`src/rtl/ccs_pkg.sv`:
```
// ----------------------------------------------------------------------------
// ccs_pkg
// Shared types and constants of the chroma subsample converter: register
// indexes, output mode codes and the item record passed down the pipeline.
// ----------------------------------------------------------------------------
package ccs_pkg;

   // sample and coordinate widths
   localparam int SAMPLE_W    = 8;
   localparam int SUM_W       = 9;               // sum of two samples
   localparam int COORD_W     = 13;              // chroma plane coordinate
   localparam int LINE_DATA_W = 2 * SUM_W;       // cb sum (high), cr sum (low)
   localparam int CSR_DATA_W  = 14;

   typedef logic [1:0]            csr_index_type;
   typedef logic [CSR_DATA_W-1:0] csr_data_type;
   typedef logic [1:0]            mode_type;
   typedef logic [SAMPLE_W-1:0]   sample_type;
   typedef logic [LINE_DATA_W-1:0] line_data_type;

   // register indexes
   localparam csr_index_type CSR_OUT_MODE     = 2'd0;
   localparam csr_index_type CSR_FRAME_WIDTH  = 2'd1;
   localparam csr_index_type CSR_FRAME_HEIGHT = 2'd2;

   // output modes
   localparam mode_type MODE_444  = 2'd0;
   localparam mode_type MODE_420  = 2'd1;
   localparam mode_type MODE_422  = 2'd2;
   localparam mode_type MODE_RSVD = 2'd3;

   // reset frame size
   localparam csr_data_type RESET_SIZE = 14'd1920;

   // one item in flight; sum_cb/sum_cr hold either the final chroma value
   // (upper bit zero) or the pair sum still waiting for the line store
   typedef struct packed {
      sample_type         luma;
      logic               chroma_valid;
      logic               need_line;
      logic [SUM_W-1:0]   sum_cb;
      logic [SUM_W-1:0]   sum_cr;
      logic [COORD_W-1:0] col;
      logic [COORD_W-1:0] row;
      logic               frame_last;
      logic               geometry_error;
   } pipe_item_type;

endpackage

```
`src/rtl/ccs_front.sv`:
```
// ----------------------------------------------------------------------------
// ccs_front
// Registers, pixel position counters, held even-column chroma and the
// per-item decode that drives the line store and fills the pipeline item.
// ----------------------------------------------------------------------------
module ccs_front #(
   parameter int MAX_WIDTH  = 8192,
   parameter int MAX_HEIGHT = 8192,
   parameter int AW         = 12
) (
   input  logic                   clock,
   input  logic                   reset,
   input  logic                   csr_wr_en,
   input  ccs_pkg::csr_index_type csr_index,
   input  ccs_pkg::csr_data_type  csr_wdata,
   input  ccs_pkg::sample_type    req_luma,
   input  ccs_pkg::sample_type    req_cb,
   input  ccs_pkg::sample_type    req_cr,
   input  logic                   accept,
   output ccs_pkg::pipe_item_type item,
   output logic                   mem_wr_en,
   output logic                   mem_rd_en,
   output logic [AW-1:0]          mem_addr,
   output ccs_pkg::line_data_type mem_wdata
);
   import ccs_pkg::*;

   localparam int CW = $clog2(MAX_WIDTH);
   localparam int RW = $clog2(MAX_HEIGHT);
   localparam int WW = $clog2(MAX_WIDTH + 1);
   localparam int HW = $clog2(MAX_HEIGHT + 1);

   mode_type         mode_ff, mode_in;
   csr_data_type     width_ff, width_in;
   csr_data_type     height_ff, height_in;
   logic [CW-1:0]    col_ff, col_in;
   logic [RW-1:0]    row_ff, row_in;
   logic [15:0]      held_ff, held_in;

   logic [WW-1:0]    w_eff;
   logic [HW-1:0]    h_eff;
   mode_type         mode_eff;
   logic             geom_err;
   logic [WW:0]      col_plus;
   logic [HW:0]      row_plus;
   logic             last_col;
   logic             last_row;
   logic [SUM_W-1:0] scb;
   logic [SUM_W-1:0] scr;
   logic             csr_hit;

   // clamp frame size to 1..max
   always_comb begin
      if (width_ff == '0) begin
         w_eff = WW'(1);
      end else if (32'(width_ff) > MAX_WIDTH) begin
         w_eff = WW'(MAX_WIDTH);
      end else begin
         w_eff = WW'(width_ff);
      end
      if (height_ff == '0) begin
         h_eff = HW'(1);
      end else if (32'(height_ff) > MAX_HEIGHT) begin
         h_eff = HW'(MAX_HEIGHT);
      end else begin
         h_eff = HW'(height_ff);
      end
   end

   // mode and geometry check; reserved mode behaves as 4:4:4
   assign mode_eff = (mode_ff == MODE_RSVD) ? MODE_444 : mode_ff;

   always_comb begin
      case (mode_eff)
         MODE_420: geom_err = w_eff[0] | h_eff[0];
         MODE_422: geom_err = w_eff[0];
         default:  geom_err = 1'b0;
      endcase
   end

   // frame position
   assign col_plus = (WW + 1)'(col_ff) + (WW + 1)'(1);
   assign row_plus = (HW + 1)'(row_ff) + (HW + 1)'(1);
   assign last_col = col_plus >= {1'b0, w_eff};
   assign last_row = row_plus >= {1'b0, h_eff};

   // horizontal pair sums against the held even-column pixel
   assign scb = {1'b0, held_ff[15:8]} + {1'b0, req_cb};
   assign scr = {1'b0, held_ff[7:0]} + {1'b0, req_cr};

   // item decode
   always_comb begin
      item                = '0;
      item.luma           = req_luma;
      item.frame_last     = last_col & last_row;
      item.geometry_error = geom_err;
      held_in             = held_ff;
      mem_wr_en           = 1'b0;
      mem_rd_en           = 1'b0;
      mem_addr            = AW'(col_ff >> 1);
      mem_wdata           = {scb, scr};
      if (!geom_err) begin
         if (mode_eff == MODE_444) begin
            item.chroma_valid = 1'b1;
            item.sum_cb       = {1'b0, req_cb};
            item.sum_cr       = {1'b0, req_cr};
            item.col          = COORD_W'(col_ff);
            item.row          = COORD_W'(row_ff);
         end else if (!col_ff[0]) begin
            held_in = {req_cb, req_cr};
         end else if (mode_eff == MODE_422) begin
            item.chroma_valid = 1'b1;
            item.sum_cb       = {1'b0, scb[SUM_W-1:1]};
            item.sum_cr       = {1'b0, scr[SUM_W-1:1]};
            item.col          = COORD_W'(col_ff >> 1);
            item.row          = COORD_W'(row_ff);
         end else if (!row_ff[0]) begin
            // even row of 4:2:0: park the pair sum
            mem_wr_en = accept;
         end else begin
            // odd row of 4:2:0: fetch the upper pair, finish next stage
            mem_rd_en         = accept;
            item.chroma_valid = 1'b1;
            item.need_line    = 1'b1;
            item.sum_cb       = scb;
            item.sum_cr       = scr;
            item.col          = COORD_W'(col_ff >> 1);
            item.row          = COORD_W'(row_ff >> 1);
         end
      end
   end

   // register writes; any valid index restarts the frame
   always_comb begin
      mode_in   = mode_ff;
      width_in  = width_ff;
      height_in = height_ff;
      csr_hit   = 1'b0;
      if (csr_wr_en) begin
         case (csr_index)
            CSR_OUT_MODE: begin
               mode_in = csr_wdata[1:0];
               csr_hit = 1'b1;
            end
            CSR_FRAME_WIDTH: begin
               width_in = csr_wdata;
               csr_hit  = 1'b1;
            end
            CSR_FRAME_HEIGHT: begin
               height_in = csr_wdata;
               csr_hit   = 1'b1;
            end
            default: csr_hit = 1'b0;
         endcase
      end
   end

   // position counters
   always_comb begin
      col_in = col_ff;
      row_in = row_ff;
      if (csr_hit) begin
         col_in = '0;
         row_in = '0;
      end else if (accept) begin
         if (last_col) begin
            col_in = '0;
            row_in = last_row ? '0 : RW'(row_plus);
         end else begin
            col_in = CW'(col_plus);
         end
      end
   end

   always_ff @(posedge clock) begin
      if (reset) begin
         mode_ff   <= MODE_444;
         width_ff  <= RESET_SIZE;
         height_ff <= RESET_SIZE;
         col_ff    <= '0;
         row_ff    <= '0;
         held_ff   <= '0;
      end else begin
         mode_ff   <= mode_in;
         width_ff  <= width_in;
         height_ff <= height_in;
         col_ff    <= col_in;
         row_ff    <= row_in;
         if (accept) begin
            held_ff <= held_in;
         end
      end
   end

`ifndef SYNTHESIS
   a_col_in_frame: assert property (@(posedge clock) disable iff (reset)
      WW'(col_ff) < w_eff)
      else $error("column counter outside frame width");

   a_one_access: assert property (@(posedge clock) disable iff (reset)
      !(mem_wr_en && mem_rd_en))
      else $error("line store read and write in the same cycle");

   a_access_on_accept: assert property (@(posedge clock) disable iff (reset)
      (mem_wr_en || mem_rd_en) |-> accept)
      else $error("line store access without an accepted item");
`endif

endmodule

```
`config.mk`:
```
export PLATFORM = sky130hd
export DESIGN_NAME = ccs_front
export DESIGN_NICKNAME = d
export VERILOG_FILES = /design/src/rtl/ccs_pkg.sv /design/src/rtl/ccs_front.sv
export SDC_FILE = /design/constraint.sdc
export NUM_CORES = 1
export LEC_CHECK = 0
export BUFFER_PORTS_ARGS = -buffer_cell sky130_fd_sc_hd__buf_2
export CORE_ASPECT_RATIO = 1.4
export CORE_UTILIZATION = 42
export CTS_BUF_LIST = sky130_fd_sc_hd__clkbuf_8
export CTS_CLUSTER_DIAMETER = 200
export DETAILED_ROUTE_END_ITERATION = 10
export GPL_TIMING_DRIVEN = 0
export PLACE_DENSITY = 0.66
export SYNTH_ARGS = -nofsm -noshare
export SYNTH_HDL_FRONTEND = slang
export SYNTH_SLANG_ARGS = --single-unit
```
`constraint.sdc`:
```
create_clock -name clock -period 6.15 [get_ports clock]
set_input_delay 0.3075 -clock clock [delete_from_list [all_inputs] [get_ports clock]]
set_output_delay 0.3075 -clock clock [all_outputs]
set_load 0.1 [all_outputs]
```
# Yosys cells after proc, flatten, opt, wreduce, memory -nomap -nowiden
# Index checks and enable logic that the tools add are counted.
# word_totals
register_bits	72
latchBits	0
ram_bits	0
mem_bits_ro	0
inputBits	44
out_inout_bits	88
elab_cells	64
n_memories	0
# classes
n_addsub	4
mul	0
div_mod_pow	0
n_lt_le_gt_ge	4
n_eq_ne	5
shift	0
n_mux	29
bitwise	5
reduce_logical	11
# op_table
cell	n
$mux W46	3
$mux W44	2
$mux W14	4
$add A13 B1 Y14 const B	2
$ge A14 B14 Y1	2
$gt A14 B14 Y1 const B	2
$logic_not A14 Y1	2
$mux W13	2
$add A8 B8 Y9	2
$mux W1	16
$reduce_and A2 Y1	4
$eq A2 B2 Y1 const B	3
$eq A2 B1 Y1 const B	2
$logic_not A2 Y1	2
$reduce_and A4 Y1	1
$not A1 Y1	3
$reduce_or A3 Y1	1
$mux W2	1
$pmux W1 S2	1
$reduce_or A2 Y1	1
$and A1 B1 Y1	1
$or A1 B1 Y1	1

# Longest topological paths before layout
# depth
depth_word	7
ltp_mapped	14
depth_no_buf	12

# Worst setup path after synthesis
# OpenSTA, ideal clock, no wires.
# synth_path
path_type	register to output
start	register held_ff[1]
end	output port item[32] (netlist bit)
arrival_ns	4.583
required_ns	5.843
setup_slack_ns	1.259
stages_incl_launch_ff	8
n_path_buf	0
cell_sequence	dfxtp_1 ha_1 a211oi_1 nor2_1 o31ai_1 a21boi_0 a22o_1 a22o_1
# synth_rtl
element	line	rtl
start: declaration	ccs_front.sv:38	logic [15:0] held_ff, held_in;
start signal: assignment	ccs_front.sv:190	held_ff <= held_in;
end: declaration	ccs_front.sv:20	output ccs_pkg::pipe_item_type item,

==> flow_summary.toml <==
[placement]
port-buffer-count = 122
dp_cells = 1046
globalplace.congestion = 0.8679
hpwlAfterDp_um = 12610
pre_cts_ws_ps = 2045

[hold_path]
holdCritStartpoint = "csr_wdata[7]"
holdCritPathClass = "in -> reg"
hold_depth = 3
holdPathEnd = "width_ff[7]"

[timing]
maxSlewHeadroom_pct = 37.57
worst_hold_slack_ps = 185.5
rsz0062_at_grt = "false"
finalHoldViolCount = 0
period_needed_ps = 4530
min_period_over_period_pct = 73.66
finalSetupViolCount = 0
worst_pin_slew_ps = 928.6
fin_tns_setup_ps = 0
slew_viol_final = 0
fin_ws_ps = 1620
skew_ps = 11.12
fmax_ghz = 0.2207

[clock_network]
clock-root-buffer = "clkbuf_8"
htreeDepth = 3
cts.hold.buffers_added = 0
insertion_delay_ps = 380
tritoncts = "yes"
clock-sinks = 72
cts_made_buffers = 9
clk_pin_slew_ps = 90
cts_resized = 0
postCtsSetupRepairBufs = 0
clk_path_buf_depth = 2

[global_route]
grt_max_degree = 14
grt-ovfl-total = 0
grt_pass1_wl_um = 25120
track_usage_pct = 22.89
grt_pass1_vias = 5235
antenna_found_initial = 0

[worst_setup_path]
r2r_end = "col_ff[5]"
path_class = "reg -> out"
crit_required_ps = 5840
reg2reg_slack_ps = 2340
worstReg2RegStart = "col_ff[0]"
worstRegToRegCells = 13
cp-start-kind = "flip-flop"
crit_arrival_ps = 4220
cp_max_fo = 10
cp-end-kind = "output pin"

[yosys]
synth_flop_cell = "dfxtp_1"
synth_area_um2 = 5630
synth_edf_count = 0
avgSynthCellArea_um2 = 7.547
seq_area_frac_synth_pct = 25.60
yosys_warnings = 0
synth_cell_types = 57
async_flop_share_pct = 0
ys_ff_latch = 72
netlist_instances = 746
syn_nets = 840

[cells_and_area]
drive_gt1_share_pct = 19.68
final_cell_mix = "129 x nand2_1, 127 x buf_2, 76 x a21oi_1"
instances_no_fill = 1062
final_common_cell = "nand2_1"
n_antenna_cell = 0
nets = 973
syn2layout_area_growth_pct = 18.87

[pwr]
vdd_drop_max_v = 0.0001045
cellLeakagePower_nw = 3.084
power_per_cell_area_nw_per_um2 = 190.3

[floorplanning]
die_h_um = 139.0
dieWidth_um = 99.86
io_pins = 132
dieArea_um2 = 13880
row_count = 49
start_util_pct = 43.52
coreArea_um2 = 12940

[route]
first_iter_violations = 300
firstDrtPassIters = 5
drt_wl_total_um = 15990
vias = 5779
drcViolationCount = 0
final_antenna_net_count = 0
post_drt_wl_per_cell_um = 15.05
post_drt_via_cell_ratio = 5.442

[run]
max-cap-violations = 0

[status]
status = "finished clean"
## cell families (layout without fill, tap and decap cells)
family          count (synthesis)  in the layout  synth area share [%]
simple gates                  295            295                 24.49
compound gates                176            176                 20.24
buf+inv                        91            229                 7.978
flops                          72             72                 25.60
fa+ha+maj                      50             50                 11.38
xor+xnor                       32             32                 4.978
mux                            30             30                 5.333
## state kept, by name, indices dropped and copies added (netlist names)
register,count
col_ff,13
height_ff,14
held_ff,16
mode_ff,2
row_ff,13
width_ff,14
## layout make-up
class | instances | area (µm²)
clock inverters | 6 | 91.34
plain buffers | 73 | 381.6
well taps | 178 | 222.7
repair buffers | 122 | 610.6
clock buffers | 10 | 137.6
multi-input cells | 583 | 3740
flip-flops and latches | 72 | 1441
inverters | 18 | 67.56
fillers | 1340 | 6243
## per-stage QoR
step | total power [W] | area, µm² | utilization [%]
finish | 0.001274 | 6693 | 51.74
global route | 0.001319 | 6693 | 51.74
CTS | 0.001279 | 6693 | 51.74
detailed placement | 0.0008444 | 6464 | 49.97
global placement | 0.0008425 | 6464 | 49.97
floorplan | 0.0007747 | 5630 | -
## metal layers
metal	up-vias	part of all wire, %	GRT usage, %
met5	-	0	0
met4	0	2.8	10.99
met3	33	4.3	2.319
met2	162	50	40.44
met1	2673	43	27.28
li1	2911	-	-
## synth_stat cells (8+ instances only)
cell type | count | area [µm²]
nand3_1 | 39 | 195.2
xnor2_1 | 19 | 166.4
ha_1 | 48 | 600.6
nor2_1 | 59 | 221.5
dfxtp_1 | 72 | 1441
clkbuf_1 | 41 | 153.9
nand2_1 | 129 | 484.2
nand3b_1 | 9 | 67.56
o21ai_0 | 18 | 90.09
inv_1 | 18 | 67.56
a22o_1 | 10 | 87.58
a21oi_1 | 76 | 380.4
buf_4 | 21 | 157.7
a22oi_1 | 8 | 60.06
xor2_1 | 13 | 113.9
mux2i_1 | 30 | 300.3
and3_1 | 13 | 81.33
## worst max-delay path by stage
stage / from / end / slack, ps / cells past startpoint
global placement: col_ff[1] / item[1] / 2090 / 13
detailed placement: col_ff[0] / item[1] / 2050 / 13
floorplan: held_ff[1] / item[32] / 1260 / 7
finish: col_ff[0] / item[1] / 1620 / 13
CTS: col_ff[0] / item[1] / 1620 / 13
global route: col_ff[0] / item[1] / 1370 / 13
## power by group
| group | internal [W] | switching [W] | total (W) | leakage, nW |
|---|---|---|---|---|
| clock | 0.000242 | 0.000199 | 0.000440 | 0.117 |
| sequential | 0.000476 | 0.00000885 | 0.000485 | 0.583 |
| combinational | 0.0000770 | 0.000271 | 0.000348 | 2.38 |
## critical path, stage by stage, from the launching register on
cell      delay, ps
dfxtp_1         460
ha_1            270
nand3_1         150
nor2_1          370
nand4_1         170
xnor2_1         230
ha_1            280
and3_1          170
a221oi_1        330
nand3_1         220
o21ai_0         440
buf_2           340
nor2_1          110
buf_2           300
(Power assumes the default switching activity.)
