<file path="src/rtl/ccs_pkg.sv">
// ----------------------------------------------------------------------------
// ccs_pkg
// Shared types and constants of the chroma subsample converter: register
// indexes, output mode codes and the item record passed down the pipeline.
// ----------------------------------------------------------------------------
package ccs_pkg;

   // sample and coordinate widths
   localparam int SAMPLE_W    = 8;
   localparam int SUM_W       = 9;               // sum of two samples
   localparam int COORD_W     = 13;              // chroma plane coordinate
   localparam int LINE_DATA_W = 2 * SUM_W;       // cb sum (high), cr sum (low)
   localparam int CSR_DATA_W  = 14;

   typedef logic [1:0]            csr_index_type;
   typedef logic [CSR_DATA_W-1:0] csr_data_type;
   typedef logic [1:0]            mode_type;
   typedef logic [SAMPLE_W-1:0]   sample_type;
   typedef logic [LINE_DATA_W-1:0] line_data_type;

   // register indexes
   localparam csr_index_type CSR_OUT_MODE     = 2'd0;
   localparam csr_index_type CSR_FRAME_WIDTH  = 2'd1;
   localparam csr_index_type CSR_FRAME_HEIGHT = 2'd2;

   // output modes
   localparam mode_type MODE_444  = 2'd0;
   localparam mode_type MODE_420  = 2'd1;
   localparam mode_type MODE_422  = 2'd2;
   localparam mode_type MODE_RSVD = 2'd3;

   // reset frame size
   localparam csr_data_type RESET_SIZE = 14'd1920;

   // one item in flight; sum_cb/sum_cr hold either the final chroma value
   // (upper bit zero) or the pair sum still waiting for the line store
   typedef struct packed {
      sample_type         luma;
      logic               chroma_valid;
      logic               need_line;
      logic [SUM_W-1:0]   sum_cb;
      logic [SUM_W-1:0]   sum_cr;
      logic [COORD_W-1:0] col;
      logic [COORD_W-1:0] row;
      logic               frame_last;
      logic               geometry_error;
   } pipe_item_type;

endpackage

</file>
<file path="src/rtl/ccs_back.sv">
// ----------------------------------------------------------------------------
// ccs_back
// Line store read stage and output register: completes the 2x2 average
// from the fetched upper pair sum and holds each result item for the sink.
// ----------------------------------------------------------------------------
module ccs_back (
   input  logic                   clock,
   input  logic                   reset,
   input  logic                   accept,
   input  ccs_pkg::pipe_item_type item,
   input  ccs_pkg::line_data_type mem_rdata,
   output logic                   req_stall,
   output logic                   rsp_valid,
   input  logic                   rsp_stall,
   output ccs_pkg::sample_type    rsp_luma_out,
   output logic                   rsp_chroma_valid,
   output ccs_pkg::sample_type    rsp_cb_out,
   output ccs_pkg::sample_type    rsp_cr_out,
   output logic [ccs_pkg::COORD_W-1:0] rsp_chroma_col,
   output logic [ccs_pkg::COORD_W-1:0] rsp_chroma_row,
   output logic                   rsp_frame_last,
   output logic                   rsp_geometry_error
);
   import ccs_pkg::*;

   pipe_item_type  s1_ff;
   logic           s1_valid_ff, s1_valid_in;
   pipe_item_type  out_ff;
   logic           out_valid_ff, out_valid_in;
   pipe_item_type  fin;
   logic           advance;
   logic [SUM_W:0] tot_cb;
   logic [SUM_W:0] tot_cr;

   // output register frees when empty or taken
   assign advance   = !out_valid_ff || !rsp_stall;
   assign req_stall = s1_valid_ff && !advance;

   // 2x2 block total, truncating /4
   assign tot_cb = {1'b0, s1_ff.sum_cb} + {1'b0, mem_rdata[LINE_DATA_W-1:SUM_W]};
   assign tot_cr = {1'b0, s1_ff.sum_cr} + {1'b0, mem_rdata[SUM_W-1:0]};

   always_comb begin
      fin = s1_ff;
      if (s1_ff.need_line) begin
         fin.sum_cb    = {1'b0, tot_cb[SUM_W:2]};
         fin.sum_cr    = {1'b0, tot_cr[SUM_W:2]};
         fin.need_line = 1'b0;
      end
   end

   // stage valids
   always_comb begin
      s1_valid_in  = s1_valid_ff;
      out_valid_in = out_valid_ff;
      if (advance) begin
         out_valid_in = s1_valid_ff;
         s1_valid_in  = 1'b0;
      end
      if (accept) begin
         s1_valid_in = 1'b1;
      end
   end

   always_ff @(posedge clock) begin
      if (reset) begin
         s1_valid_ff  <= 1'b0;
         out_valid_ff <= 1'b0;
      end else begin
         s1_valid_ff  <= s1_valid_in;
         out_valid_ff <= out_valid_in;
      end
   end

   // payload
   always_ff @(posedge clock) begin
      if (accept) begin
         s1_ff <= item;
      end
      if (advance && s1_valid_ff) begin
         out_ff <= fin;
      end
   end

   assign rsp_valid          = out_valid_ff;
   assign rsp_luma_out       = out_ff.luma;
   assign rsp_chroma_valid   = out_ff.chroma_valid;
   assign rsp_cb_out         = out_ff.sum_cb[SAMPLE_W-1:0];
   assign rsp_cr_out         = out_ff.sum_cr[SAMPLE_W-1:0];
   assign rsp_chroma_col     = out_ff.col;
   assign rsp_chroma_row     = out_ff.row;
   assign rsp_frame_last     = out_ff.frame_last;
   assign rsp_geometry_error = out_ff.geometry_error;

`ifndef SYNTHESIS
   a_s1_holds: assert property (@(posedge clock) disable iff (reset)
      (s1_valid_ff && req_stall) |=> (s1_valid_ff && $stable(s1_ff)))
      else $error("read stage item lost while stalled");

   a_no_chroma_zero: assert property (@(posedge clock) disable iff (reset)
      (out_valid_ff && !out_ff.chroma_valid) |->
      (rsp_cb_out == '0 && rsp_cr_out == '0 && rsp_chroma_col == '0 &&
       rsp_chroma_row == '0))
      else $error("chroma fields not cleared on item without chroma");

   a_err_no_chroma: assert property (@(posedge clock) disable iff (reset)
      (out_valid_ff && out_ff.geometry_error) |-> !out_ff.chroma_valid)
      else $error("chroma emitted under geometry error");
`endif

endmodule

</file>
<file path="config.mk">
export PLATFORM = sky130hd
export DESIGN_NAME = ccs_back
export DESIGN_NICKNAME = d
export VERILOG_FILES = /design/src/rtl/ccs_pkg.sv /design/src/rtl/ccs_back.sv
export SDC_FILE = /design/constraint.sdc
export NUM_CORES = 1
export LEC_CHECK = 0
export ABC_AREA = 1
export BUFFER_PORTS_ARGS = -buffer_cell sky130_fd_sc_hd__buf_4
export CAP_MARGIN = 0
export CORE_AREA = 2 2 97 89
export CTS_CLUSTER_SIZE = 30
export DETAILED_ROUTE_END_ITERATION = 16
export DIE_AREA = 0 0 99 91
export GPL_TIMING_DRIVEN = 0
export PLACE_DENSITY = 0.83
export REMOVE_ABC_BUFFERS = 1
export SLEW_MARGIN = 10
export SYNTH_ARGS = -nofsm -noshare
export SYNTH_HDL_FRONTEND = slang
export SYNTH_SLANG_ARGS = --single-unit
</file>
<file path="constraint.sdc">
create_clock -name clock -period 9.1 [get_ports clock]
set_input_delay 1.365 -clock clock [delete_from_list [all_inputs] [get_ports clock]]
set_output_delay 1.365 -clock clock [all_outputs]
set_load 0.1 [all_outputs]
</file>
Word level (Yosys, flattened, before mapping)
Index checks and enable logic that the tools add are counted.

Flip-flop bits (word level): 111. Output and inout port bits: 55.

$add $sub $neg: 2. Mux-type cells: 3. Reductions and logical operators: 7.

Operators with widths (number): 9-bit by 9-bit adder with 10-bit output (2); 17-bit 2-to-1 mux (1); 1-bit logical NOT (3); 1-bit logical AND (2); 1-bit 2-to-1 mux (2); 2-bit nonzero test (1); 1-bit logical OR (1).

Longest topological paths before layout
Gate-level depths: netlist of the first run.

Word-level depth: 4. Mapped depth: 10. Depth with buffers taken out: 10.

Worst setup path before layout of the first run
Ideal clock, no wire load.

Kind: in2reg. Start: in rsp_stall. End: reg out_ff (netlist bit rsp_cb_out[0]) (enable). Setup time: 481 ps. Arrival: 3971 ps. Path slack: 4648 ps. Cell stages on the path: 1. Cells stage by stage: a21oi_1.

Longest elaborated chain between the ends: 3.

Ends and longest elaborated chain: from (decl) (line ccs_back.sv:14) `input logic rsp_stall,`; 1-bit logical NOT (line ccs_back.sv:36) `assign advance = !out_valid_ff || !rsp_stall;`; 1-bit logical OR (line ccs_back.sv:36); 1-bit logical AND (line ccs_back.sv:80) `if (advance && s1_valid_ff) begin`; to (signal assigned) (line ccs_back.sv:81) `out_ff <= fin;`; to (decl) (line ccs_back.sv:28) `pipe_item_type out_ff;`.

No other way between the ends. A chain may end at the register's enable or synchronous reset.

Final worst setup path of the first run
Start: in rsp_stall. End: out req_stall.

Longest elaborated chain between the ends: 4.

Ends and longest elaborated chain: 1-bit logical NOT (line ccs_back.sv:36); 1-bit logical OR (line ccs_back.sv:36); 1-bit logical NOT (line ccs_back.sv:37) `assign req_stall = s1_valid_ff && !advance;`; 1-bit logical AND (line ccs_back.sv:37); to (decl) (line ccs_back.sv:12) `output logic req_stall,`.

No other way between the ends.

==> results of run 1 <==
[worst max-delay path, delay by kind of cell]
family,cells,cell delay [ns]
buffers and inverters,2,0.41
AND/OR/NAND/NOR,2,0.22
[power groups by stage]
| stage | Sequential (mW) | Combinational, mW | Clock (mW) |
|---|---|---|---|
| finish | 0.617 | 0.232 | 0.273 |
| global route | 0.621 | 0.247 | 0.299 |
| CTS | 0.618 | 0.232 | 0.283 |
| detailed placement | 0.630 | 0.231 | 0 |
| global placement | 0.628 | 0.225 | 0 |
| floorplan | 0.726 | 0.0630 | 0 |
[per-layer routing]
layer,global-route usage (%),vias to the layer above,wire length (um)
li1,-,1355,-
met1,20.1,1252,3030
met2,32.0,97,4160
met3,7.31,10,601
met4,4.79,0,119
met5,0,-,0
[placed cells by master (no fill, tap or decap), types with 2 or more instances in the layout]
master    synthesis  final
clkbuf_8          0      9
o21a_1            2      2
edfxtp_1        109    109
ha_1             16     16
o21ai_0          10     10
xnor2_1           2      2
dfxtp_1           2      2
nand2_1          79     79
inv_6             0      3
nand2_2           4      4
buf_4             1    132
inv_1            25     25
nand3b_1          2      2
nor2_1           16     16
nand3_1          17     17
a21oi_1          12     11
[cells by family (layout without fill, tap and decap cells)]
kind of cell,count (synthesis),count (layout)
AO/OA/AOI/OAI,28,28
XOR/XNOR,2,2
AND/OR/NAND/NOR,120,120
flip-flops,111,111
buffers and inverters,28,174
adder cells (fa/ha/maj),16,16
[registers in the layout, indices dropped and copies added (netlist names)]
name	flops
rsp_cr_out	8
rsp_chroma_valid	1
rsp_cb_out	8
fin	37
rsp_valid	1
rsp_chroma_col	13
s1_ff	19
rsp_luma_out	8
rsp_chroma_row	13
rsp_frame_last	1
rsp_geometry_error	1
s1_valid_ff	1
[area by class of cell]
cell class,count,share of cell area (%)
Clock buffer,10,2.27
Clock inverter,6,1.11
Inverter,25,1.67
Multi-Input combinational cell,166,15.7
Sequential cell,111,59.0
Tap cell,99,2.21
Timing Repair Buffer,133,18.0
[through the flow]
stage	util (%)	setup slack, ns	std cells	power (mW)	area [um^2]
CTS	70.6	5.75	550	1.13	5610
global route	70.6	5.73	550	1.17	5610
finish	70.6	5.74	550	1.12	5610
detailed placement	68.2	5.76	534	0.861	5420
global placement	67.8	3.55	533	0.854	5390
floorplan	-	4.65	302	0.789	4280
[synthesized netlist by cell type]
cell type,n
nand3_1,17
dfxtp_1,2
xnor2_1,2
o21a_1,2
nor3_1,1
inv_1,25
o21ba_2,1
buf_4,1
clkbuf_1,2
nand2_1,79
ha_1,16
nand2_2,4
nand4_1,1
a21oi_1,12
edfxtp_1,109
nor2_1,16
o21ai_2,1
o21ai_0,10
nand3b_1,2
a31oi_1,1
a21o_1,1
[worst max-delay path by stage]
stage | to | from | cells past startpoint | slack (ns)
final | req_stall | rsp_stall | 4 | 5.74
after global routing | req_stall | rsp_stall | 4 | 5.73
after CTS | req_stall | rsp_stall | 4 | 5.75
after detailed placement | req_stall | rsp_stall | 4 | 5.76
after global placement | rsp_cb_out[0] | rsp_stall | 2 | 3.55
after floorplan | rsp_cb_out[0] | rsp_stall | 1 | 4.65
==> out/metrics.cfg, run 1 <==
[drt]
via_per_inst = 4.93
dr_total_vias = 2714
wl_per_cell_um = 14.4
first_iter_violations = 112
drc = 0
ant_nets = 0
dr.pass1.iters = 4
drt-total-wl_um = 7910

[worst_setup_path]
r2r_cells = 5
critPathCaptureType = output port
cp_data_required_time_ns = 7.74
r2r-end = rsp_cr_out[7]
worstSetupStartpointType = input pin
timing.critical_path.mode_cell = buf_4
r2r_start = s1_ff[46]
cp_max_fo = 2
crit_path_cell_trace = buf_4 > nand2_1 > nor2_1 > buf_4
criticalPathCategory = input pin to output port
arrival_ns = 1.99
crit_path_top_delay_cell = buf_4
regToRegSetupSlack_ns = 7.21
slowest_delay_ns = 0.31

[layout]
fin_nets = 540
multiInputGateArea_um2 = 880
num_antenna_cells = 0
drive_gt1_share_pct = 34.4
seq_area_um2 = 3310
fillers = 543
syn2layout_area_growth_pct = 30.8

[floorplanning]
ios = 133
rows = 31
fp.dieW_um = 99
core-area_um2 = 7950
start_util_pct = 54.0
die_h_um = 91
die_area_um2 = 9010

[placement]
place_congestion = 0.835
hpwl_um = 5850
portBuffers = 132

[synth]
yosys_register_bits = 111
yosysSeqAreaShare_pct = 77.2
yosys.area_share.simple_pct = 11.5
synth_top_family_by_area = simple AND/OR/NAND/NOR gates
synth.top_cell.area_share_pct = 76.3
synth_compound_area_share_pct = 3.67
netlist_instances = 305
yosys.area_share.xor_xnor_pct = 0.408
synthAdderAreaFrac_pct = 4.67
synth_top_area_cell = edfxtp_1
synthMuxAreaShare_pct = 0
netlist_top_cells_area = edfxtp_1, nand2_1, ha_1
syn_area_um2 = 4290
ys_types = 21
synth_warnings = 0
syn_area_per_cell_um2 = 14.1

[grt]
antenna_found_initial = 0
grt_pass1_wl_um = 12500
grt_max_degree = 58
gr-total-overflow = 0
grt_pass1_vias = 2693
grt_use_total_pct = 18.1

[timing]
setup_tns_ns = 0
worstMarginPinSlew_ns = 0.850
maxSlewViolCount = 0
period_share_pct = 36.9
hold_violations = 0
finalCriticalPeriod_ns = 3.36
max_freq_ghz = 0.298
clock-skew-final_ns = 0.00707
whs_ns = 0.428
setup_viol = 0
rsz0062_at_grt = no
max_slew_margin_pct = 43.2

[power_and_ir_drop]
power.internal_uw = 779
power_frac_comb_pct = 20.6
switching_share_pct = 30.6
p_leak_nw = 2.40
seq_power_share_pct = 55.0
clkPwrFrac_pct = 24.3
powerDensity_nw_per_um2 = 200
switchingPower_uw = 344
vdd_ir_drop_max_mv = 0.133

[clock_network]
insertion_delay_ns = 0.36
cts_buffers = 9
clkSinkCount = 111
ctsLongestPathBuffers = 2
cts_setup_buffers = 0
cts_resized = 0
htree_levels = 3
cts_tree = done
cts.reportedPaths.clkPinSlew_ns = 0.10
clockRootBuffer = clkbuf_8
holdBufCountCts = 0

[min_path]
hold-path-endpoint = rsp_chroma_row[3]
hp-class = flop to flop
hp-start = fin[5]
worstHoldPathCells = 0

[flow_run]
drv_cap = 0

[run_status]
run_status = finished clean

(Power assumes the default switching activity.)
==> run 2, diff against run 1 <==
--- a/config.mk
+++ b/config.mk
@@ -5,15 +5,15 @@
 export SDC_FILE = /design/constraint.sdc
 export NUM_CORES = 1
 export LEC_CHECK = 0
-export ABC_AREA = 1
+export ABC_AREA = 0
 export BUFFER_PORTS_ARGS = -buffer_cell sky130_fd_sc_hd__buf_4
 export CAP_MARGIN = 0
-export CORE_AREA = 2 2 97 89
+export CORE_AREA = 2 2 100 93
 export CTS_CLUSTER_SIZE = 30
 export DETAILED_ROUTE_END_ITERATION = 16
-export DIE_AREA = 0 0 99 91
+export DIE_AREA = 0 0 102 95
 export GPL_TIMING_DRIVEN = 0
-export PLACE_DENSITY = 0.83
+export PLACE_DENSITY = 0.77
 export REMOVE_ABC_BUFFERS = 1
 export SLEW_MARGIN = 10
 export SYNTH_ARGS = -nofsm -noshare
==> constraint.sdc (replaced) <==
create_clock -name clock -period 3.42 [get_ports clock]
set_input_delay 0.513 -clock clock [delete_from_list [all_inputs] [get_ports clock]]
set_output_delay 0.513 -clock clock [all_outputs]
set_load 0.1 [all_outputs]
==> out/metrics.cfg, run 2 <==
[layout]
fillers = 650  ; was 543
fin_nets = 473  ; was 540
num_antenna_cells = 0  ; unchanged
final_common_cell = buf_4  ; unchanged
layout_common_cells = buf_4, edfxtp_1, ha_1  ; was buf_4, edfxtp_1, nand2_1
final_util_pct = 64.1  ; was 70.6%
drive_gt1_share_pct = 42.2  ; was 34.4%
syn2layout_area_growth_pct = 32.9  ; was 30.8%
largest_reg_flops = 37  ; unchanged

[placement]
portBuffers = 132  ; unchanged
hpwl_um = 5430  ; was 5850 um
dp_slack_ns = 1.18  ; was 5.76 ns
place_congestion = 0.853  ; was 0.835

[floorplanning]
fp.dieW_um = 102  ; was 99 um
die_h_um = 95  ; was 91 um
rows = 33  ; was 31
ios = 133  ; unchanged
core-area_um2 = 8750  ; was 7950 um^2
die_area_um2 = 9690  ; was 9010 um^2
start_util_pct = 48.2  ; was 54.0%

[power_and_ir_drop]
vdd_ir_drop_max_mv = 0.295  ; was 0.133 mV
p_leak_nw = 2.20  ; was 2.40 nW
p_total_mw = 3.05  ; was 1.12 mW
powerDensity_nw_per_um2 = 545  ; was 200 nW/um^2

[worst_setup_path]
arrival_ns = 2.12  ; was 1.99 ns
critPathCaptureType = flop  ; was output port
cp_max_fo = 6  ; was 2
critical_path_buf_inv_count = 0  ; was 2
cpLargestDelayFamily = compound AO/OA/AOI/OAI gates  ; was buffers and inverters
slowest_delay_ns = 0.42  ; was 0.31 ns
worstSetupStartpointType = flop  ; was input pin
crit_path_cell_trace = ha_1 > nor3_4 > a2111oi_4 > o31a_1 > o41a_1  ; was buf_4 > nand2_1 > nor2_1 > buf_4
crit_path_top_delay_cell = edfxtp_1  ; was buf_4
cp_data_required_time_ns = 3.53  ; was 7.74 ns
criticalPathCategory = flop to flop  ; was input pin to output port

[timing]
max_freq_ghz = 0.496
setup_viol = 0  ; unchanged
clock-skew-final_ns = 0.0121  ; was 0.00707 ns
period_share_pct = 58.9
hold_violations = 0  ; unchanged
maxSlewViolCount = 0  ; unchanged
setup_tns_ns = 0  ; unchanged
finalCriticalPeriod_ns = 2.02
max_slew_margin_pct = 53.5  ; was 43.2%
worstMarginPinSlew_ns = 0.697  ; was 0.850 ns
setup_ws_ns = 1.40  ; was 5.74 ns
rsz0062_at_grt = no  ; unchanged

[clock_network]
ctsLongestPathBuffers = 2  ; unchanged
cts_tree = done  ; unchanged
cts_setup_buffers = 0  ; unchanged
clockRootBuffer = clkbuf_8  ; unchanged
holdBufCountCts = 0  ; unchanged
cts.reportedPaths.clkPinSlew_ns = 0.11  ; was 0.10 ns
cts_resized = 0  ; unchanged
htree_levels = 3  ; unchanged
cts_buffers = 9  ; unchanged
insertion_delay_ns = 0.36  ; about the same
clkSinkCount = 111  ; unchanged

[drt]
ant_nets = 0  ; unchanged
drt-total-wl_um = 7520  ; was 7910 um
drc = 0  ; unchanged
wl_per_cell_um = 14.9  ; was 14.4 um
via_per_inst = 4.96  ; was 4.93
dr.pass1.iters = 4  ; unchanged
first_iter_violations = 139  ; was 112
dr_total_vias = 2512  ; was 2714

[grt]
grt_max_degree = 58  ; unchanged
grt_pass1_vias = 2457  ; was 2693
gr-total-overflow = 0  ; unchanged
grt_pass1_wl_um = 11100  ; was 12500 um
grt_use_total_pct = 15.4  ; was 18.1%
antenna_found_initial = 0  ; unchanged

[synth]
ys.flop_type = edfxtp_1  ; unchanged
netlist_instances = 237  ; was 305
netlist_top_cells_area = edfxtp_1, ha_1, a21oi_1  ; was edfxtp_1, nand2_1, ha_1
syn_area_per_cell_um2 = 17.8  ; was 14.1 um^2
synth.top_cell.area_share_pct = 77.6  ; was 76.3%
yosysSeqAreaShare_pct = 78.6  ; was 77.2%
syn_area_um2 = 4220  ; was 4290 um^2
ys_async_sr_fraction_pct = 0  ; unchanged
ys_types = 44  ; was 21
yosysMostFrequentCell = edfxtp_1  ; unchanged
ys_top_cells_by_count = edfxtp_1, ha_1, a21oi_1, nor2_1, nand3_1  ; was edfxtp_1, nand2_1, inv_1, nand3_1
synth-edff-count = 109  ; unchanged
synth_top_area_cell = edfxtp_1  ; unchanged
synth_warnings = 0  ; unchanged
yosys_register_bits = 111  ; unchanged

[run_status]
run_status = finished clean  ; unchanged

[min_path]
hp-class = input pin to flop  ; was flop to flop

[flow_run]
drv_cap = 0  ; unchanged

-- run 2: cell count changes in the layout (fill, tap and decap cells not counted), moves of 4 or more --
cell	change
o21ai_0	-7
inv_1	-22
a211oi_1	+4
nor2_1	-5
nand2_1	-71
nand3_1	-8
nand2_2	-4
nand4_1	+4
-- run 2: final timing paths --
kind         startpoint                end  slack [ns]  depth (start not counted)
max           s1_ff[30]      rsp_cr_out[7]        1.40                          5
min            item[31]          s1_ff[31]        0.32                          1
min reg2reg      fin[6]  rsp_chroma_row[4]        0.43                          0
max reg2reg   s1_ff[30]      rsp_cr_out[7]        1.40                          5
-- run 2: final cells by class --
class / count / area, um^2 / share of cell area (%)
flip-flops and latches: 111 / 3310 / 59.1
repair buffers: 134 / 1030 / 18.3
multi-input cells: 119 / 890 / 15.9
well taps: 122 / 153 / 2.72
clock buffers: 9 / 124 / 2.21
clock inverters: 7 / 86.3 / 1.54
inverters: 4 / 15.0 / 0.268
-- run 2: cells by family after synthesis --
kind of cell	after synthesis	synth area share (%)
flops	111	78.6
simple gates	54	7.15
compound gates	45	7.98
fa+ha+maj	16	4.75
buf+inv	7	0.623
xor+xnor	2	0.415
mux	2	0.534
-- run 2: where the power goes --
| part | internal, mW | switching (mW) |
|---|---|---|
| registers | 1.61 | 0.0330 |
| clock network | 0.353 | 0.451 |
| logic | 0.186 | 0.421 |
-- run 2: stage by stage --
| stage | std cells | hold WS, ns | area, um^2 |
|---|---|---|---|
| 6_report | 506 | 0.322 | 5610 |
| 5_1_grt | 506 | 0.289 | 5610 |
| 4_1_cts | 506 | 0.304 | 5610 |
| 2_1_floorplan | 234 | 0.400 | 4210 |
| 3_3_place_gp | 488 | 0.400 | 5350 |
| 3_5_place_dp | 490 | 0.405 | 5400 |
-- run 2: layer usage --
metal / up-vias / GRT usage (%) / routed length [um]
met2: 101 / 26.1 / 3830
met1: 1161 / 17.6 / 2900
met5: - / 0 / 0
met4: 0 / 6.33 / 143
met3: 13 / 5.70 / 652
li1: 1237 / - / -
